[config.mk]
export PLATFORM = sky130hd
export DESIGN_NAME = addressed_frame_receiver_core
export DESIGN_NICKNAME = d
export VERILOG_FILES = /design/src/rtl/afr_pkg.sv /design/src/rtl/addressed_frame_receiver_core.sv /design/src/rtl/afr_frame.sv /design/src/rtl/afr_fifo.sv
export SDC_FILE = /design/constraint.sdc
export NUM_CORES = 1
export LEC_CHECK = 0
export BUFFER_PORTS_ARGS = -buffer_cell sky130_fd_sc_hd__buf_2
export CAP_MARGIN = 15
export CORE_ASPECT_RATIO = 0.5
export CORE_MARGIN = 2
export CORE_UTILIZATION = 25
export CTS_CLUSTER_DIAMETER = 200
export CTS_CLUSTER_SIZE = 14
export DETAILED_ROUTE_END_ITERATION = 12
export PLACE_DENSITY = 0.37
export SYNTH_ARGS = -nofsm -noshare
export SYNTH_HDL_FRONTEND = slang
export SYNTH_SLANG_ARGS = --single-unit
[constraint.sdc]
create_clock -name clk -period 8.7 [get_ports clk]
set_clock_uncertainty 0.1 [all_clocks]
set_input_delay 1.74 -clock clk [delete_from_list [all_inputs] [get_ports clk]]
set_output_delay 1.74 -clock clk [all_outputs]
set_load 0.005 [all_outputs]
[src/rtl/afr_pkg.sv]
`timescale 1ns / 1ps
`default_nettype none

package afr_pkg;

    // Operation codes carried in a request.
    localparam logic OP_RECEIVE = 1'b0;
    localparam logic OP_READ    = 1'b1;

    localparam logic [7:0] REPLY_GOOD = 8'h80;
    localparam logic [7:0] REPLY_BAD  = 8'h81;
    localparam logic [7:0] END_BYTE   = 8'h0A;

    typedef struct packed {
        logic       operation;
        logic [7:0] rx_byte;
        logic       ninth_bit;
    } item_t;

    typedef struct packed {
        logic       reply_valid;
        logic [7:0] reply_byte;
        logic [7:0] read_byte;
        logic       read_empty;
    } result_t;

    typedef struct packed {
        logic       en;
        logic [7:0] data;
    } fifo_wr_t;

endpackage

`default_nettype wire

[src/rtl/addressed_frame_receiver_core.sv]
`timescale 1ns / 1ps
`default_nettype none

// Channel   Direction  Handshake                  Payload
// item      input      item_valid / item_ready    item_t   (operation, rx_byte, ninth_bit)
// result    output     result_valid / result_ready result_t (reply, read byte, empty flag)
// cfg       input      cfg_write_en               own_address byte
//
// A request is held in the input register and its result is written to the result
// register when it advances; one request is accepted every cycle unless the result stalls.
// The FIFO memory read is registered, so read data is ready together with the result.
// A stalled result holds the pipeline; the input register keeps taking requests while
// it is free. Reset clears the frame state, pointers and valid flags at once.

module addressed_frame_receiver_core
    import afr_pkg::*;
#(
    parameter int FIFO_DEPTH = 64
)
(
    input  wire logic       clk,
    input  wire logic       rst_n,
    input  wire logic       item_valid,
    output logic            item_ready,
    input  wire item_t      item,
    output logic            result_valid,
    input  wire logic       result_ready,
    output result_t         result,
    input  wire logic       cfg_write_en,
    input  wire logic [7:0] cfg_write_data
);

    logic [7:0] own_addr_reg;
    logic       s1_valid_reg;
    item_t      s1_item_reg;
    logic       advance;
    logic       rd_req;
    logic       fifo_empty;
    logic [7:0] fifo_read_byte;
    fifo_wr_t   fifo_wr;
    logic       reply_valid;
    logic [7:0] reply_byte;
    logic       reply_valid_reg;
    logic [7:0] reply_byte_reg;
    logic       read_empty_reg;

    assign advance    = s1_valid_reg && (!result_valid || result_ready);
    assign item_ready = !s1_valid_reg || advance;
    assign rd_req     = advance && (s1_item_reg.operation == OP_READ);

    always_ff @(posedge clk or negedge rst_n)
    begin
        if (!rst_n)
        begin
            own_addr_reg <= 8'h00;
        end
        else if (cfg_write_en)
        begin
            own_addr_reg <= cfg_write_data;
        end
    end

    always_ff @(posedge clk or negedge rst_n)
    begin
        if (!rst_n)
        begin
            s1_valid_reg <= 1'b0;
            result_valid <= 1'b0;
        end
        else
        begin
            if (item_ready)
            begin
                s1_valid_reg <= item_valid;
            end
            if (advance)
            begin
                result_valid <= 1'b1;
            end
            else if (result_ready)
            begin
                result_valid <= 1'b0;
            end
        end
    end

    always_ff @(posedge clk)
    begin
        if (item_valid && item_ready)
        begin
            s1_item_reg <= item;
        end
        if (advance)
        begin
            reply_valid_reg <= reply_valid;
            reply_byte_reg  <= reply_byte;
            read_empty_reg  <= rd_req && fifo_empty;
        end
    end

    afr_frame u_frame (
        .clk         (clk),
        .rst_n       (rst_n),
        .step        (advance),
        .item        (s1_item_reg),
        .own_address (own_addr_reg),
        .fifo_wr     (fifo_wr),
        .reply_valid (reply_valid),
        .reply_byte  (reply_byte)
    );

    afr_fifo #(
        .FIFO_DEPTH (FIFO_DEPTH)
    ) u_fifo (
        .clk       (clk),
        .rst_n     (rst_n),
        .step      (advance),
        .fifo_wr   (fifo_wr),
        .rd_req    (rd_req),
        .empty     (fifo_empty),
        .read_byte (fifo_read_byte)
    );

    assign result.reply_valid = reply_valid_reg;
    assign result.reply_byte  = reply_byte_reg;
    assign result.read_byte   = fifo_read_byte;
    assign result.read_empty  = read_empty_reg;

endmodule

`default_nettype wire

[src/rtl/afr_frame.sv]
`timescale 1ns / 1ps
`default_nettype none

module afr_frame
    import afr_pkg::*;
(
    input  wire logic       clk,
    input  wire logic       rst_n,
    input  wire logic       step,
    input  wire item_t      item,
    input  wire logic [7:0] own_address,
    output fifo_wr_t        fifo_wr,
    output logic            reply_valid,
    output logic [7:0]      reply_byte
);

    localparam logic [1:0] PH_IDLE = 2'd0;
    localparam logic [1:0] PH_DATA = 2'd1;
    localparam logic [1:0] PH_SUM  = 2'd2;

    logic [1:0] phase_reg;
    logic [1:0] phase_next;
    logic [7:0] sum_reg;
    logic [7:0] sum_next;
    logic       rx_step;

    assign rx_step = step && (item.operation == OP_RECEIVE);

    always_comb
    begin
        phase_next   = phase_reg;
        sum_next     = sum_reg;
        fifo_wr.en   = 1'b0;
        fifo_wr.data = item.rx_byte;
        reply_valid  = 1'b0;
        reply_byte   = 8'h00;
        if (rx_step)
        begin
            case (phase_reg)
                PH_SUM:
                begin
                    reply_valid = 1'b1;
                    reply_byte  = (item.rx_byte == {1'b0, sum_reg[6:0]}) ? REPLY_GOOD
                                                                          : REPLY_BAD;
                    phase_next  = PH_IDLE;
                end
                PH_DATA:
                begin
                    sum_next   = sum_reg + item.rx_byte;
                    fifo_wr.en = 1'b1;
                    if (item.rx_byte == END_BYTE)
                    begin
                        phase_next = PH_SUM;
                    end
                end
                default:
                begin
                    // The unused phase code behaves like idle.
                    if (item.ninth_bit && (item.rx_byte == own_address))
                    begin
                        phase_next = PH_DATA;
                        sum_next   = 8'h00;
                    end
                    else
                    begin
                        phase_next = PH_IDLE;
                    end
                end
            endcase
        end
    end

    always_ff @(posedge clk or negedge rst_n)
    begin
        if (!rst_n)
        begin
            phase_reg <= PH_IDLE;
            sum_reg   <= 8'h00;
        end
        else
        begin
            phase_reg <= phase_next;
            sum_reg   <= sum_next;
        end
    end

    a_write_only_in_frame: assert property (@(posedge clk) disable iff (!rst_n)
        fifo_wr.en |-> (phase_reg == PH_DATA))
        else $error("FIFO write outside a frame");

    a_reply_closes_frame: assert property (@(posedge clk) disable iff (!rst_n)
        reply_valid |=> (phase_reg == PH_IDLE))
        else $error("phase did not return to idle after a reply");

endmodule

`default_nettype wire

[src/rtl/afr_fifo.sv]
`timescale 1ns / 1ps
`default_nettype none

module afr_fifo
    import afr_pkg::*;
#(
    parameter int FIFO_DEPTH = 64
)
(
    input  wire logic     clk,
    input  wire logic     rst_n,
    input  wire logic     step,
    input  wire fifo_wr_t fifo_wr,
    input  wire logic     rd_req,
    output logic          empty,
    output logic [7:0]    read_byte
);

    localparam int PTR_W = $clog2(FIFO_DEPTH);
    localparam logic [PTR_W-1:0] LAST = PTR_W'(FIFO_DEPTH - 1);

    logic [7:0]       mem [FIFO_DEPTH];
    logic [PTR_W-1:0] wr_ptr_reg;
    logic [PTR_W-1:0] wr_ptr_next;
    logic [PTR_W-1:0] rd_ptr_reg;
    logic [PTR_W-1:0] rd_ptr_next;
    logic             entry0_written_reg;
    logic             hit_reg;
    logic             zero_reg;
    logic [7:0]       data_reg;
    logic             rd_take;

    assign wr_ptr_next = (wr_ptr_reg == LAST) ? '0 : wr_ptr_reg + 1'b1;
    assign rd_ptr_next = (rd_ptr_reg == LAST) ? '0 : rd_ptr_reg + 1'b1;
    assign empty       = (wr_ptr_reg == rd_ptr_reg);
    assign rd_take     = rd_req && !empty;

    always_ff @(posedge clk)
    begin
        if (fifo_wr.en)
        begin
            mem[wr_ptr_next] <= fifo_wr.data;
        end
        if (rd_take)
        begin
            data_reg <= mem[rd_ptr_next];
        end
    end

    // Entry 0 reads as zero until its first write; the other entries have no reset value.
    always_ff @(posedge clk or negedge rst_n)
    begin
        if (!rst_n)
        begin
            wr_ptr_reg         <= '0;
            rd_ptr_reg         <= LAST;
            entry0_written_reg <= 1'b0;
            hit_reg            <= 1'b0;
            zero_reg           <= 1'b0;
        end
        else
        begin
            if (fifo_wr.en)
            begin
                wr_ptr_reg <= wr_ptr_next;
                if (wr_ptr_next == '0)
                begin
                    entry0_written_reg <= 1'b1;
                end
            end
            if (rd_take)
            begin
                rd_ptr_reg <= rd_ptr_next;
                zero_reg   <= (rd_ptr_next == '0) && !entry0_written_reg;
            end
            if (step)
            begin
                hit_reg <= rd_take;
            end
        end
    end

    assign read_byte = (hit_reg && !zero_reg) ? data_reg : 8'h00;

    a_no_read_and_write: assert property (@(posedge clk) disable iff (!rst_n)
        !(fifo_wr.en && rd_req))
        else $error("FIFO read and write in the same cycle");

    a_read_advances: assert property (@(posedge clk) disable iff (!rst_n)
        rd_take |=> (rd_ptr_reg != $past(rd_ptr_reg)))
        else $error("read pointer did not advance on a read");

endmodule

`default_nettype wire
* Yosys cells after proc, flatten, opt, wreduce, memory -nomap -nowiden
Memories as Yosys holds them, arrays and structs flattened. A register that Yosys moved wholly into a read port is not among the register bits.
Index checks and enable logic that the tools add are counted.
** Storage, ports and cells
- Bits in registers :: 55
- Latch bits :: 0
- Memory bits (writable) :: 512
- Memory bits (read-only) :: 0
- Input bits :: 23
- Output and inout port bits :: 20
- Word-level logic and storage cells :: 71
- Memories kept :: 1
** Memory list
- u_fifo.mem :: depth 64, bits a word 8, rd ports 1, clocked after Yosys merged registers in 1, write ports 1, RTL line afr_fifo.sv:22 : logic [7:0] mem [FIFO_DEPTH];
** Operators by class
- $add $sub $neg :: 3
- Multiply operators :: 0
- Div/mod/pow operators :: 0
- Magnitude comparators :: 0
- Equal/unequal tests :: 9
- Shifts and indexed selects :: 0
- Muxes and demuxes :: 16
- Bitwise gates (word level) :: 2
- Reduce and logical (&&, ||, !) cells :: 24
** Operator list (number)
- $mux 8 :: 2
- $pmux 8 s2 :: 1
- $add 6x1->6 const B :: 2
- $eq 6x6->1 const B :: 2
- $logic_not 6->1 :: 2
- $mux 6 :: 2
- $logic_and 1x1->1 :: 9
- $mux 1 :: 9
- $add 8x8->8 :: 1
- $eq 8x4->1 const B :: 1
- $eq 8x7->1 :: 1
- $eq 8x8->1 :: 1
- $eq 6x6->1 :: 1
- $reduce_and 2->1 :: 3
- $logic_not 1->1 :: 5
- $pmux 2 s2 :: 1
- $reduce_bool 2->1 :: 2
- $reduce_and 3->1 :: 1
- $eq 2x1->1 const B :: 1
- $eq 2x2->1 const B :: 1
- $logic_or 1x1->1 :: 2
- $mux 2 :: 1
- $ne 2x1->1 const B :: 1
- $not 1->1 :: 2

* Logic depth before layout (Yosys ltp)
Gate-level depths: netlist (run 1).
- Depth after elaboration :: 7
- Mapped depth :: 15
- Mapped depth without buffers :: 11

* Modules after synthesis
Synthesis (run 1) repeated with hierarchy kept, for this count alone.
** Second synthesis, totals
- Cell total of the unflattened synthesis :: 1725
- Area, all modules :: 23548.8 um^2
** By module, submodules not included
- afr_fifo :: instances 1, cells each 1575, area an instance 21546.9 um^2
- addressed_frame_receiver_core :: instances 1, cells each 49, area an instance 1051.0 um^2
- afr_frame :: instances 1, cells each 101, area an instance 950.9 um^2

* Worst setup path before layout (run 1)
Ideal clock, no wire load.
- Path type :: input port to output port
- Start :: input result_ready
- End :: output item_ready
- Arrival :: 1.914 ns
- Required time :: 6.860 ns
- Slack :: 4.946 ns
- Stages :: 1
- Cells stage by stage :: nand3b_1
** On the way
- Cells in the longest elaborated chain, start to end :: 3
** RTL lines
- start: declaration :: RTL line addressed_frame_receiver_core.sv:27 : input wire logic result_ready,
- $logic_or 1x1->1 :: RTL line addressed_frame_receiver_core.sv:47 : assign advance = s1_valid_reg && (!result_valid || result_ready);
- $logic_and 1x1->1 :: RTL line addressed_frame_receiver_core.sv:47
- $logic_or 1x1->1 :: RTL line addressed_frame_receiver_core.sv:48 : assign item_ready = !s1_valid_reg || advance;
- end: declaration :: RTL line addressed_frame_receiver_core.sv:24 : output logic item_ready,
No other way between the ends.

* Final worst setup path (run 1)
- Start :: register u_fifo.rd_ptr_reg[0]
- End :: register u_fifo.data_reg[5] (read register of u_fifo.mem) (data pin)
** On the way
- Cells in the longest elaborated chain, start to end :: 3
- Elaborated cells on any way between the ends :: 6
** RTL lines
- start: declaration :: RTL line afr_fifo.sv:25 : logic [PTR_W-1:0] rd_ptr_reg;
- start signal: assignment :: RTL line afr_fifo.sv:73 : rd_ptr_reg <= rd_ptr_next;
- branches (longest 3 deep; another with $add 6x1->6)
- end: declaration :: RTL line afr_fifo.sv:30 : logic [7:0] data_reg;
Several ways; the timed one is not identified.
A chain may end at the register's enable or synchronous reset.

==> impl_results.html, run 1 <==
<table>
<tr><th>Metric</th><th>Value</th></tr>
<tr><th colspan="2">Die</th></tr>
<tr><td>Starting Density</td><td>25.1%</td></tr>
<tr><td>Number of rows in the core area</td><td>79</td></tr>
<tr><td>Area enclosed by the die boundary</td><td>95700 um^2</td></tr>
<tr><td>Core Area</td><td>92600 um^2</td></tr>
<tr><td>Horizontal die dimension</td><td>about 440 um</td></tr>
<tr><td>Height of the chip</td><td>between 200 and 250 um</td></tr>
<tr><td>IO Pins</td><td>43</td></tr>
<tr><th colspan="2">Cells and area</th></tr>
<tr><td>Ratio of cells with drive above 1 in the final layout</td><td>11.8%</td></tr>
<tr><td>Area taken by flip-flops and latches</td><td>16900 um^2</td></tr>
<tr><td>Post-synthesis to final-layout area growth</td><td>12.3%</td></tr>
<tr><td>Multi-input gate area</td><td>a little under 6000 um^2</td></tr>
<tr><td># diodes</td><td>0</td></tr>
<tr><td>Share of the core filled with cells in the final layout</td><td>approximately 28%</td></tr>
<tr><td>Largest register FFs</td><td>approximately 500</td></tr>
<tr><td>Number of fill cells</td><td>around 9400</td></tr>
<tr><td>Fin nets</td><td>1657</td></tr>
<tr><th colspan="2">Clocking</th></tr>
<tr><td>Setup Fix Bufs, Post-CTS</td><td>0</td></tr>
<tr><td>Post-CTS Hold Buffers</td><td>0</td></tr>
<tr><td>Clock-pin transition on the worst setup and hold timing paths</td><td>0.07 ns</td></tr>
<tr><td>Level count of the clock H-tree</td><td>2</td></tr>
<tr><td>Num Clock Sinks</td><td>approximately 570</td></tr>
<tr><td>Total clock buffers created by CTS</td><td>46</td></tr>
<tr><td>Cells resized by post-CTS repair</td><td>0</td></tr>
<tr><td>Maximum root-to-sink buffer count</td><td>3</td></tr>
<tr><td>Clock latency of the later-clocked register in the worst-skew pair</td><td>between 0.6 and 0.7 ns</td></tr>
<tr><td>CTS tree</td><td>built</td></tr>
<tr><td>Cell at the root of the clock tree</td><td>clkbuf_16</td></tr>
<tr><th colspan="2">Setup path</th></tr>
<tr><td>Worst setup path start</td><td>u_fifo.rd_ptr_reg[0]$_DFFE_PN1P_</td></tr>
<tr><td>R2r endpoint</td><td>u_fifo.data_reg[5]$_DFFE_PP_</td></tr>
<tr><td>Reg2Reg Launch Point</td><td>u_fifo.rd_ptr_reg[0]$_DFFE_PN1P_</td></tr>
<tr><td>Critical path fanouts, max</td><td>about 120</td></tr>
<tr><td>Reg-to-reg setup timing slack</td><td>just under 4 ns</td></tr>
<tr><td>CP Data Required Time</td><td>roughly 9.0 ns</td></tr>
<tr><td>Cell count of the worst reg-to-reg path</td><td>8</td></tr>
<tr><td>Worst endpoint data arrival time</td><td>approximately 5.0 ns</td></tr>
<tr><td>Critical path startpoint category</td><td>register</td></tr>
<tr><td>Element type at the critical path end</td><td>register</td></tr>
<tr><td>Critical path class</td><td>reg2reg</td></tr>
<tr><th colspan="2">Min path</th></tr>
<tr><td>Worst min-delay path category</td><td>reg2reg</td></tr>
<tr><td>Hold endpoint</td><td>u_frame.sum_reg[0]$_DFFE_PN0P_</td></tr>
<tr><td>Hold Path Stages</td><td>2</td></tr>
<tr><td>Worst Hold Launch</td><td>u_frame.sum_reg[0]$_DFFE_PN0P_</td></tr>
<tr><th colspan="2">STA</th></tr>
<tr><td>Unrepaired setup endpoints after global routing</td><td>false</td></tr>
<tr><td>Final sum of negative setup slack</td><td>0 ns</td></tr>
<tr><td>Max Transition Viols Final</td><td>0</td></tr>
<tr><td>Post-layout worst setup margin</td><td>3.97 ns</td></tr>
<tr><td>Minimum clock period after layout</td><td>between 4 and 5 ns</td></tr>
<tr><td>Relative slew slack</td><td>between 30% and 40%</td></tr>
<tr><td>Hold WS</td><td>~0.38 ns</td></tr>
<tr><td>Maximum clock frequency</td><td>211 MHz</td></tr>
<tr><td>Slew at the pin closest to its max-slew limit</td><td>around 1.0 ns</td></tr>
<tr><td>Number of failing hold endpoints at the final stage</td><td>0</td></tr>
<tr><td>Setup violators final</td><td>0</td></tr>
<tr><td>Period utilization</td><td>between 50% and 60%</td></tr>
<tr><th colspan="2">Flow run</th></tr>
<tr><td>Max-cap violations</td><td>0</td></tr>
<tr><th colspan="2">Detailed routing</th></tr>
<tr><td>Wire length on met3</td><td>about 3700 um</td></tr>
<tr><td>Iteration-0 DRC count of the detailed router</td><td>around 1400</td></tr>
<tr><td>Routed wire length per instance</td><td>~26 um</td></tr>
<tr><td>Routed length on met1</td><td>approximately 37000 um</td></tr>
<tr><td>Post-detailed-route DRC marker count</td><td>0</td></tr>
<tr><td>Uppermost signal routing layer after detailed routing</td><td>met4</td></tr>
<tr><td>First-pass iteration count of the detailed router</td><td>5</td></tr>
<tr><td>Vias after detailed routing</td><td>around 14000</td></tr>
<tr><td>Total wirelength of the detailed-routed design</td><td>roughly 76000 um</td></tr>
<tr><td>Length of routed met2 wiring</td><td>~34000 um</td></tr>
<tr><td>Post-DRT Antenna Nets</td><td>0</td></tr>
<tr><td>Vias per inst</td><td>between 4 and 5</td></tr>
<tr><th colspan="2">Logic synthesis</th></tr>
<tr><td>Area share of the largest cell type after synthesis</td><td>between 60 and 70%</td></tr>
<tr><td>Leading cell type by number of instances after synthesis</td><td>edfxtp_1</td></tr>
<tr><td>Sequential share of the synthesized area</td><td>between 70% and 80%</td></tr>
<tr><td>Leading register cell type out of synthesis</td><td>edfxtp_1</td></tr>
<tr><td>Ranking of synthesized cells by area</td><td>edfxtp_1 (69%), nand2_1 (4.6%), mux4_2 (3.6%), dfrtp_1 (3.0%), mux2i_1 (2.4%)</td></tr>
<tr><td>Yosys top cell by area</td><td>edfxtp_1</td></tr>
<tr><td>Synthesized instance count</td><td>about 1600</td></tr>
<tr><td>Netlist area before placement</td><td>approximately 23000 um^2</td></tr>
<tr><td>Synthesized area divided by synthesized cell count</td><td>~15 um^2</td></tr>
<tr><td>Count of flip-flops with a built-in enable after synthesis</td><td>534</td></tr>
<tr><td>Flip-flop and latch count after synthesis</td><td>around 570</td></tr>
<tr><td>Synth Warn #</td><td>0</td></tr>
<tr><td>Fraction of synthesis flops using an asynchronous set or reset pin</td><td>under 10%</td></tr>
<tr><td>Number of library cell types mapped by synthesis</td><td>59</td></tr>
<tr><td>Top post-synthesis cells by count</td><td>edfxtp_1 (534), nand2_1 (285), nor2_1 (98)</td></tr>
<tr><th colspan="2">Place</th></tr>
<tr><td>Port buffer count</td><td>36</td></tr>
<tr><td>Routability congestion estimate from global placement</td><td>a little under 0.8</td></tr>
<tr><td>Placement Setup Slack</td><td>between 3 and 4 ns</td></tr>
<tr><td>Half-perimeter wire length after detailed placement</td><td>~46000 um</td></tr>
<tr><th colspan="2">GRT</th></tr>
<tr><td>Maximum number of pins on one net before global-route repair</td><td>approximately 140</td></tr>
<tr><td>Antenna violations before repair</td><td>0</td></tr>
<tr><td>First-pass GRT wire length</td><td>between 100000 and 150000 um</td></tr>
<tr><td>Sum of overflow across all layers after global routing</td><td>0</td></tr>
<tr><td>Via count of the first global-routing pass</td><td>14000</td></tr>
<tr><td>Tot GR Track Use</td><td>between 10% and 20%</td></tr>
<tr><th colspan="2">Power</th></tr>
<tr><td>Tot Pwr</td><td>~9.0 mW</td></tr>
<tr><td>Static Leak</td><td>8.38 nW</td></tr>
<tr><td>Worst IR drop on VDD</td><td>0.353 mV</td></tr>
<tr><td>Total power divided by cell area</td><td>roughly 350 nW/um^2</td></tr>
<tr><th colspan="2">Outcome</th></tr>
<tr><td>Outcome</td><td>completed</td></tr>
</table>
metal layers:
metal,vias to the layer above,global-route usage [%]
li1,6068,-
met1,7226,23.3
met2,355,24.7
met3,79,2.57
met4,0,2.82
met5,-,0
stage by stage:
stage / cell area [um^2] / std cells
global route: 26100 / 2893
CTS: 26100 / 2893
finish: 26100 / 2893
floorplan: 23300 / 1596
detailed placement: 24900 / 2828
global placement: 24900 / 2828
cell type report:
class                      instances  area share, %
clock inverter                     3          0.158
inverter                          13          0.187
multi-input combinational        916           22.3
timing repair buffer              76           1.93
clock buffer                      62           4.72
tap                             1255           6.01
sequential                       568           64.6
critical path, stage by stage (launching register included):
cell and delay, ns:
dfstp_2 0.86, ha_1 0.53, and3_4 0.33, a31o_4 0.60, buf_12 0.57, mux4_2 0.59, mux2i_1 0.38, o211ai_1 0.15
a32o_1 0.28
cell usage in the layout (no fill, tap or decap), types with 7 or more instances in the layout:
cell / count
a21oi_1: 65
nand2_1: 285
nand2b_1: 8
o211ai_1: 8
nor2_1: 96
a32oi_1: 23
inv_1: 13
and2_1: 11
nor3_1: 16
buf_2: 36
clkbuf_1: 15
a22oi_1: 15
dfrtp_1: 28
a31oi_1: 45
edfxtp_1: 534
ha_1: 11
mux4_2: 37
nand4_1: 16
mux2i_1: 56
clkbuf_16: 47
a221oi_1: 9
mux2_2: 10
nand3_1: 71
buf_4: 38
o21ai_1: 7
xor2_1: 14
o21ai_0: 24
xnor2_1: 13
power by group:
group | switching, mW | internal (mW) | total (mW)
logic | 2.68 | 1.14 | 3.83
clock network | 1.00 | 0.986 | 1.99
registers | 0.117 | 3.10 | 3.22
total | 3.81 | 5.23 | 9.03
worst max path at each step:
stage                              endpoint  slack (ns)  depth (start not counted)
2_1_floorplan                    item_ready        4.95                          1
3_3_place_gp    u_fifo.mem[58][0]$_DFFE_PP_        3.90                          8
3_5_place_dp     u_fifo.mem[2][1]$_DFFE_PP_        3.78                          8
4_1_cts        u_fifo.data_reg[0]$_DFFE_PP_        3.96                         10
5_1_grt        u_fifo.data_reg[5]$_DFFE_PP_        3.78                          8
6_report       u_fifo.data_reg[5]$_DFFE_PP_        3.97                          8
cell families after synthesis:
kind of cell	Yosys count	synth area share (%)
AND/OR/NAND/NOR	527	9.64
multiplexers	103	6.48
XOR/XNOR	30	1.13
other	1	0.0161
buffers and inverters	112	2.72
AO/OA/AOI/OAI	237	6.67
adder cells (fa/ha/maj)	13	0.731
flip-flops	568	72.6
No activity file was read; power rests on OpenSTA's default activity.
==> run 2: changes to the inputs <==
PLACE_DENSITY = 0.38   (was 0.37)
clock period = 3.8 ns   (was 8.7 ns; I/O delays follow)
==> impl_results.html, run 2 (synthesized netlist as in run 1, its figures left out) <==
<table>
<tr><th>Metric</th><th>Value</th></tr>
<tr><th colspan="2">Cells and area</th></tr>
<tr><td>Area taken by flip-flops and latches</td><td>about 17000 um^2</td></tr>
<tr><td>Fin nets</td><td>1777</td></tr>
<tr><td>Ratio of cells with drive above 1 in the final layout</td><td>17.8%</td></tr>
<tr><td>Multi-input gate area</td><td>between 5000 and 6000 um^2</td></tr>
<tr><td>Largest register FFs</td><td>512</td></tr>
<tr><td>Number of fill cells</td><td>between 9000 and 10000</td></tr>
<tr><td>Most used cells in the layout excluding fill and tap cells</td><td>edfxtp_1 (534), nand2_1 (285), buf_4 (151)</td></tr>
<tr><td># diodes</td><td>0</td></tr>
<tr><td>Share of the core filled with cells in the final layout</td><td>between 20% and 30%</td></tr>
<tr><td>Final instance area</td><td>roughly 27000 um^2</td></tr>
<tr><td>Post-synthesis to final-layout area growth</td><td>16.5%</td></tr>
<tr><td>Most frequent standard cell in the layout excluding fill and tap cells</td><td>edfxtp_1</td></tr>
<tr><th colspan="2">STA</th></tr>
<tr><td>Slew at the pin closest to its max-slew limit</td><td>approximately 1.1 ns</td></tr>
<tr><td>Unrepaired setup endpoints after global routing</td><td>false</td></tr>
<tr><td>Final sum of negative setup slack</td><td>0 ns</td></tr>
<tr><td>Post-layout worst setup margin</td><td>~0.11 ns</td></tr>
<tr><td>Max Transition Viols Final</td><td>0</td></tr>
<tr><td>Minimum clock period after layout</td><td>about 3.7 ns</td></tr>
<tr><td>Relative slew slack</td><td>between 20% and 30%</td></tr>
<tr><td>Maximum clock frequency</td><td>about 270 MHz</td></tr>
<tr><td>Period utilization</td><td>97.0%</td></tr>
<tr><td>Hold WS</td><td>roughly 0.18 ns</td></tr>
<tr><td>Number of failing hold endpoints at the final stage</td><td>0</td></tr>
<tr><td>Setup violators final</td><td>0</td></tr>
<tr><th colspan="2">Setup path</th></tr>
<tr><td>Reg-to-reg setup timing slack</td><td>about 0.11 ns</td></tr>
<tr><td>Element type at the critical path end</td><td>register</td></tr>
<tr><td>Cell count of the worst reg-to-reg path</td><td>10</td></tr>
<tr><td>Critical path fanouts, max</td><td>21</td></tr>
<tr><td>Critical path class</td><td>reg2reg</td></tr>
<tr><td>Critical path startpoint category</td><td>register</td></tr>
<tr><td>Worst endpoint data arrival time</td><td>~4.0 ns</td></tr>
<tr><td>Reg2Reg Launch Point</td><td>u_fifo.rd_ptr_reg[1]$_DFFE_PN1P_</td></tr>
<tr><td>R2r endpoint</td><td>u_fifo.data_reg[0]$_DFFE_PP_</td></tr>
<tr><td>CP Data Required Time</td><td>roughly 4.1 ns</td></tr>
<tr><th colspan="2">Power</th></tr>
<tr><td>Worst IR drop on VDD</td><td>roughly 0.41 mV</td></tr>
<tr><td>Total power divided by cell area</td><td>784 nW/um^2</td></tr>
<tr><td>Static Leak</td><td>between 9 and 10 nW</td></tr>
<tr><th colspan="2">Clocking</th></tr>
<tr><td>Total clock buffers created by CTS</td><td>46</td></tr>
<tr><td>CTS tree</td><td>built</td></tr>
<tr><td>Maximum root-to-sink buffer count</td><td>3</td></tr>
<tr><td>Level count of the clock H-tree</td><td>2</td></tr>
<tr><td>Cell at the root of the clock tree</td><td>clkbuf_16</td></tr>
<tr><td>Clock-pin transition on the worst setup and hold timing paths</td><td>~0.07 ns</td></tr>
<tr><td>Post-CTS Hold Buffers</td><td>0</td></tr>
<tr><td>Setup Fix Bufs, Post-CTS</td><td>0</td></tr>
<tr><td>Cells resized by post-CTS repair</td><td>0</td></tr>
<tr><td>Clock latency of the later-clocked register in the worst-skew pair</td><td>approximately 0.60 ns</td></tr>
<tr><td>Num Clock Sinks</td><td>around 570</td></tr>
<tr><th colspan="2">GRT</th></tr>
<tr><td>Antenna violations before repair</td><td>0</td></tr>
<tr><td>Sum of overflow across all layers after global routing</td><td>0</td></tr>
<tr><td>Via count of the first global-routing pass</td><td>about 14000</td></tr>
<tr><td>First-pass GRT wire length</td><td>between 100000 and 150000 um</td></tr>
<tr><td>Tot GR Track Use</td><td>15.4%</td></tr>
<tr><td>Maximum number of pins on one net before global-route repair</td><td>68</td></tr>
<tr><th colspan="2">Outcome</th></tr>
<tr><td>Outcome</td><td>completed</td></tr>
<tr><th colspan="2">Detailed routing</th></tr>
<tr><td>Vias after detailed routing</td><td>about 14000</td></tr>
<tr><td>Total wirelength of the detailed-routed design</td><td>73700 um</td></tr>
<tr><td>Iteration-0 DRC count of the detailed router</td><td>1459</td></tr>
<tr><td>First-pass iteration count of the detailed router</td><td>5</td></tr>
<tr><td>Post-DRT Antenna Nets</td><td>0</td></tr>
<tr><td>Routed wire length per instance</td><td>around 24 um</td></tr>
<tr><td>Vias per inst</td><td>4.63</td></tr>
<tr><td>Post-detailed-route DRC marker count</td><td>0</td></tr>
<tr><th colspan="2">Die</th></tr>
<tr><td>Starting Density</td><td>between 20% and 30%</td></tr>
<tr><td>Height of the chip</td><td>220 um</td></tr>
<tr><td>Horizontal die dimension</td><td>about 440 um</td></tr>
<tr><td>Area enclosed by the die boundary</td><td>roughly 96000 um^2</td></tr>
<tr><td>Number of rows in the core area</td><td>just under 80</td></tr>
<tr><td>Core Area</td><td>92600 um^2</td></tr>
<tr><td>IO Pins</td><td>between 40 and 50</td></tr>
<tr><th colspan="2">Place</th></tr>
<tr><td>Placement Setup Slack</td><td>0.159 ns</td></tr>
<tr><td>Half-perimeter wire length after detailed placement</td><td>just under 50000 um</td></tr>
<tr><td>Port buffer count</td><td>36</td></tr>
<tr><td>Routability congestion estimate from global placement</td><td>between 0.7 and 0.8</td></tr>
<tr><td>Post-place instance area</td><td>approximately 26000 um^2</td></tr>
<tr><th colspan="2">Flow run</th></tr>
<tr><td>Max-cap violations</td><td>0</td></tr>
<tr><th colspan="2">Min path</th></tr>
<tr><td>Worst min-delay path category</td><td>in2async</td></tr>
</table>
==> run 2: cell types whose count changed in the layout (fill, tap and decap cells not counted), sizes merged <==
cell,delta
clkbuf,+1
clkinv,-2
buf,+120
inv,+1
==> run 2: critical path, cell delays in order (launching register included) <==
cell	delay, ns
dfstp_2	0.63
ha_1	0.20
and3_4	0.26
a31o_4	0.44
buf_12	0.25
mux4_2	0.53
mux2i_1	0.14
nor2_1	0.11
a31oi_1	0.34
nand3_1	0.27
o31a_1	0.17
==> run 2: power breakdown <==
| group | internal, mW | switching [mW] | leakage, nW |
|---|---|---|---|
| logic | 3.21 | 6.27 | 3.19 |
| registers | 7.09 | 0.194 | 5.22 |
| clock network | 2.25 | 2.24 | 0.607 |
==> run 2: stage by stage <==
stage,power (mW),instances
after floorplan,12.6,1596
after global placement,17.0,2948
after detailed placement,17.0,2948
after CTS,21.5,3013
after global routing,22.3,3013
final,21.3,3013
==> run 2: how the worst max path moves through the flow <==
stage,slack (ns),startpoint,endpoint
6_report,0.11,u_fifo.rd_ptr_reg[1]$_DFFE_PN1P_,u_fifo.data_reg[0]$_DFFE_PP_
5_1_grt,0.02,u_fifo.rd_ptr_reg[1]$_DFFE_PN1P_,u_fifo.data_reg[0]$_DFFE_PP_
4_1_cts,0.15,u_fifo.rd_ptr_reg[1]$_DFFE_PN1P_,u_fifo.data_reg[0]$_DFFE_PP_
3_5_place_dp,0.16,u_fifo.rd_ptr_reg[1]$_DFFE_PN1P_,u_fifo.data_reg[0]$_DFFE_PP_
3_3_place_gp,0.22,u_fifo.rd_ptr_reg[1]$_DFFE_PN1P_,u_fifo.data_reg[0]$_DFFE_PP_
2_1_floorplan,0.90,s1_item_reg[1]$_DFFE_PP_,u_frame.sum_reg[6]$_DFFE_PN0P_
==> run 2: per-layer routing <==
layer / GRT usage (%) / vias up / share of wire [%]
met3: 2.54 / 61 / 5.1
met5: 0 / - / 0
met2: 23.2 / 333 / 43
li1: - / 6295 / -
met1: 23.1 / 7268 / 50
met4: 3.30 / 0 / 1.6
==> run 2: final cells by class <==
| type | instances | area share, % |
|---|---|---|
| clock inverters | 2 | 0.0646 |
| repair buffers | 196 | 5.51 |
| multi-input cells | 916 | 21.6 |
| inverters | 13 | 0.180 |
| well taps | 1255 | 5.79 |
| clock buffers | 63 | 4.56 |
| flip-flops and latches | 568 | 62.3 |
==> run 3: changes to the inputs <==
CORE_UTILIZATION = 45   (was 25)
PLACE_DENSITY = 0.61   (was 0.38)
==> impl_results.html, run 3 (synthesized netlist as in run 1, its figures left out) <==
<table>
<tr><th>Metric</th><th>Value</th></tr>
<tr><th colspan="2">Power</th></tr>
<tr><td>Tot Pwr</td><td>just over 20 mW</td></tr>
<tr><td>Static Leak</td><td>8.90 nW</td></tr>
<tr><td>Design internal power</td><td>around 12 mW</td></tr>
<tr><td>Sequential share of power</td><td>between 30% and 40%</td></tr>
<tr><td>Switching fraction of total power</td><td>approximately 40%</td></tr>
<tr><td>Proportion of power drawn by the clock network</td><td>a little over a fifth</td></tr>
<tr><td>Worst IR drop on VDD</td><td>around 0.57 mV</td></tr>
<tr><td>Switching power</td><td>8.05 mW</td></tr>
<tr><td>Combinational power share</td><td>between 40% and 50%</td></tr>
<tr><td>Total power divided by cell area</td><td>about 780 nW/um^2</td></tr>
<tr><th colspan="2">Die</th></tr>
<tr><td>Horizontal die dimension</td><td>326 um</td></tr>
<tr><td>IO Pins</td><td>43</td></tr>
<tr><td>Height of the chip</td><td>165 um</td></tr>
<tr><td>Number of rows in the core area</td><td>between 50 and 60</td></tr>
<tr><td>Area enclosed by the die boundary</td><td>53600 um^2</td></tr>
<tr><td>Starting Density</td><td>a little under half</td></tr>
<tr><td>Core Area</td><td>between 50000 and 60000 um^2</td></tr>
<tr><th colspan="2">Place</th></tr>
<tr><td>Half-perimeter wire length after detailed placement</td><td>about 40000 um</td></tr>
<tr><td>Routability congestion estimate from global placement</td><td>between 0.8 and 0.9</td></tr>
<tr><td>Dpl cells</td><td>2361</td></tr>
<tr><td>Port buffer count</td><td>36</td></tr>
<tr><th colspan="2">Detailed routing</th></tr>
<tr><td>First-pass iteration count of the detailed router</td><td>7</td></tr>
<tr><td>Post-DRT Antenna Nets</td><td>0</td></tr>
<tr><td>Iteration-0 DRC count of the detailed router</td><td>1995</td></tr>
<tr><td>Routed wire length per instance</td><td>around 26 um</td></tr>
<tr><td>Post-detailed-route DRC marker count</td><td>0</td></tr>
<tr><td>Vias per inst</td><td>~6</td></tr>
<tr><td>Vias after detailed routing</td><td>about 15000</td></tr>
<tr><td>Total wirelength of the detailed-routed design</td><td>62300 um</td></tr>
<tr><th colspan="2">GRT</th></tr>
<tr><td>Tot GR Track Use</td><td>between 20 and 25%</td></tr>
<tr><td>Via count of the first global-routing pass</td><td>around 14000</td></tr>
<tr><td>First-pass GRT wire length</td><td>around 91000 um</td></tr>
<tr><td>Maximum number of pins on one net before global-route repair</td><td>~70</td></tr>
<tr><td>Sum of overflow across all layers after global routing</td><td>0</td></tr>
<tr><td>Antenna violations before repair</td><td>1</td></tr>
<tr><th colspan="2">Setup path</th></tr>
<tr><td>Critical path fanouts, max</td><td>between 50 and 60</td></tr>
<tr><td>Worst endpoint data arrival time</td><td>3.69 ns</td></tr>
<tr><td>Reg2Reg Launch Point</td><td>u_fifo.rd_ptr_reg[1]$_DFFE_PN1P_</td></tr>
<tr><td>Worst setup path start</td><td>u_fifo.rd_ptr_reg[1]$_DFFE_PN1P_</td></tr>
<tr><td>Critical-path cell list</td><td>ha_1 &gt; and3_4 &gt; a31o_4 &gt; buf_12 &gt; mux4_2 &gt; nand2_1 &gt; nand3_1 &gt; a22oi_1 &gt; a21oi_1</td></tr>
<tr><td>Critical path class</td><td>reg2reg</td></tr>
<tr><td>Reg-to-reg setup timing slack</td><td>about 0.3 ns</td></tr>
<tr><td>CP Data Required Time</td><td>between 3 and 4 ns</td></tr>
<tr><td>Kind of cell with the highest combined delay on the critical path</td><td>compound AO/OA/AOI/OAI gates</td></tr>
<tr><td>Slowest-stage cell, CP</td><td>dfstp_2</td></tr>
<tr><td>WP buf/inv</td><td>1</td></tr>
<tr><td>Delay of the slowest critical-path stage</td><td>~0.61 ns</td></tr>
<tr><td>Element type at the critical path end</td><td>register</td></tr>
<tr><td>Critical path startpoint category</td><td>register</td></tr>
<tr><th colspan="2">Outcome</th></tr>
<tr><td>Outcome</td><td>completed</td></tr>
<tr><th colspan="2">STA</th></tr>
<tr><td>Hold WS</td><td>0.210 ns</td></tr>
<tr><td>Max Transition Viols Final</td><td>0</td></tr>
<tr><td>Setup violators final</td><td>0</td></tr>
<tr><td>Period utilization</td><td>92.1%</td></tr>
<tr><td>Number of failing hold endpoints at the final stage</td><td>0</td></tr>
<tr><td>Unrepaired setup endpoints after global routing</td><td>false</td></tr>
<tr><td>Minimum clock period after layout</td><td>3.50 ns</td></tr>
<tr><td>Maximum clock frequency</td><td>between 200 and 300 MHz</td></tr>
<tr><td>Slew at the pin closest to its max-slew limit</td><td>~0.93 ns</td></tr>
<tr><td>Final sum of negative setup slack</td><td>0 ns</td></tr>
<tr><td>Relative slew slack</td><td>between 30% and 40%</td></tr>
<tr><th colspan="2">Clocking</th></tr>
<tr><td>Clock-pin transition on the worst setup and hold timing paths</td><td>approximately 0.070 ns</td></tr>
<tr><td>Num Clock Sinks</td><td>568</td></tr>
<tr><td>Cells resized by post-CTS repair</td><td>0</td></tr>
<tr><td>Clock latency of the later-clocked register in the worst-skew pair</td><td>about 0.56 ns</td></tr>
<tr><td>Level count of the clock H-tree</td><td>2</td></tr>
<tr><td>CTS tree</td><td>built</td></tr>
<tr><td>Maximum root-to-sink buffer count</td><td>3</td></tr>
<tr><td>Post-CTS Hold Buffers</td><td>0</td></tr>
<tr><td>Cell at the root of the clock tree</td><td>clkbuf_16</td></tr>
<tr><td>Total clock buffers created by CTS</td><td>46</td></tr>
<tr><td>Setup Fix Bufs, Post-CTS</td><td>0</td></tr>
<tr><th colspan="2">Cells and area</th></tr>
<tr><td># diodes</td><td>0</td></tr>
<tr><td>Most frequent standard cell in the layout excluding fill and tap cells</td><td>edfxtp_1</td></tr>
<tr><td>Ratio of cells with drive above 1 in the final layout</td><td>roughly 17%</td></tr>
<tr><td>Post-synthesis to final-layout area growth</td><td>12.6%</td></tr>
<tr><td>Area taken by flip-flops and latches</td><td>~17000 um^2</td></tr>
<tr><td>Count of non-filler cells in the finished layout</td><td>between 2000 and 2500</td></tr>
<tr><td>Largest register FFs</td><td>about 510</td></tr>
<tr><td>Fin nets</td><td>1755</td></tr>
<tr><td>Most used cells in the layout excluding fill and tap cells</td><td>edfxtp_1 (534), nand2_1 (285), buf_4 (131)</td></tr>
<tr><td>Number of fill cells</td><td>approximately 4200</td></tr>
<tr><td>Multi-input gate area</td><td>5820 um^2</td></tr>
<tr><th colspan="2">Flow run</th></tr>
<tr><td>Max-cap violations</td><td>0</td></tr>
<tr><th colspan="2">Min path</th></tr>
<tr><td>Worst min-delay path category</td><td>in2async</td></tr>
</table>
[run 3: cell types whose count changed in the layout (fill, tap and decap cells not counted)]
| cell | before | now |
|---|---|---|
| buf_4 | 151 | 131 |
| nor2_4 | 1 | 0 |
| buf_12 | 9 | 7 |
| and2_1 | 11 | 12 |
| xnor2_2 | 2 | 1 |
| xnor2_1 | 12 | 13 |
| ha_4 | 1 | 0 |
| ha_2 | 0 | 1 |
| nor2_2 | 1 | 2 |
| and2_2 | 1 | 0 |
[run 3: area by class of cell]
type | count | share of cell area (%)
clock buffer | 63 | 4.72
clock inverter | 2 | 0.0669
inverter | 13 | 0.186
multi-input combinational | 916 | 22.2
sequential | 568 | 64.5
tap | 690 | 3.30
timing repair buffer | 174 | 4.98
[run 3: power by group through the flow]
| stage | Clock (mW) | Combinational [mW] | Sequential, mW |
|---|---|---|---|
| floorplan | 0 | 5.23 | 7.35 |
| global placement | 0 | 8.45 | 7.43 |
| detailed placement | 0 | 8.52 | 7.45 |
| CTS | 4.39 | 8.54 | 7.31 |
| global route | 4.62 | 9.15 | 7.33 |
| finish | 4.34 | 8.69 | 7.32 |
[run 3: routing by layer]
metal  GRT usage, %  vias to the layer above  routed length [um]
li1               -                     6258                   -
met2           35.0                      799               27800
met4           5.03                        0                1140
met3           4.96                       89                6330
met5              0                        -                   0
met1           34.5                     7449               27100
[run 3: through the flow]
stage	utilization [%]	area, um^2	setup slack (ns)
floorplan	-	23300	0.903
global placement	49.2	24900	0.380
detailed placement	49.2	24900	0.389
CTS	51.7	26200	0.368
global route	51.7	26200	0.132
finish	51.7	26200	0.299
[run 3: final timing paths]
path	end	depth (start not counted)
setup / recovery	u_fifo.data_reg[3]$_DFFE_PP_	9
hold / removal	own_addr_reg[2]$_DFFE_PN0P_	1
setup reg to reg	u_fifo.data_reg[3]$_DFFE_PP_	9
hold reg to reg	u_frame.sum_reg[3]$_DFFE_PN0P_	2
max in group asynchronous	u_frame.sum_reg[1]$_DFFE_PN0P_	1
min in group clk	s1_item_reg[2]$_DFFE_PP_	1
[run 3: worst register-to-register path, stage by stage, from the launching register on]
cell and delay, ns:
dfstp_2 0.61, ha_1 0.20, and3_4 0.26, a31o_4 0.33, buf_12 0.37, mux4_2 0.58, nand2_1 0.09, nand3_1 0.07
a22oi_1 0.48, a21oi_1 0.15
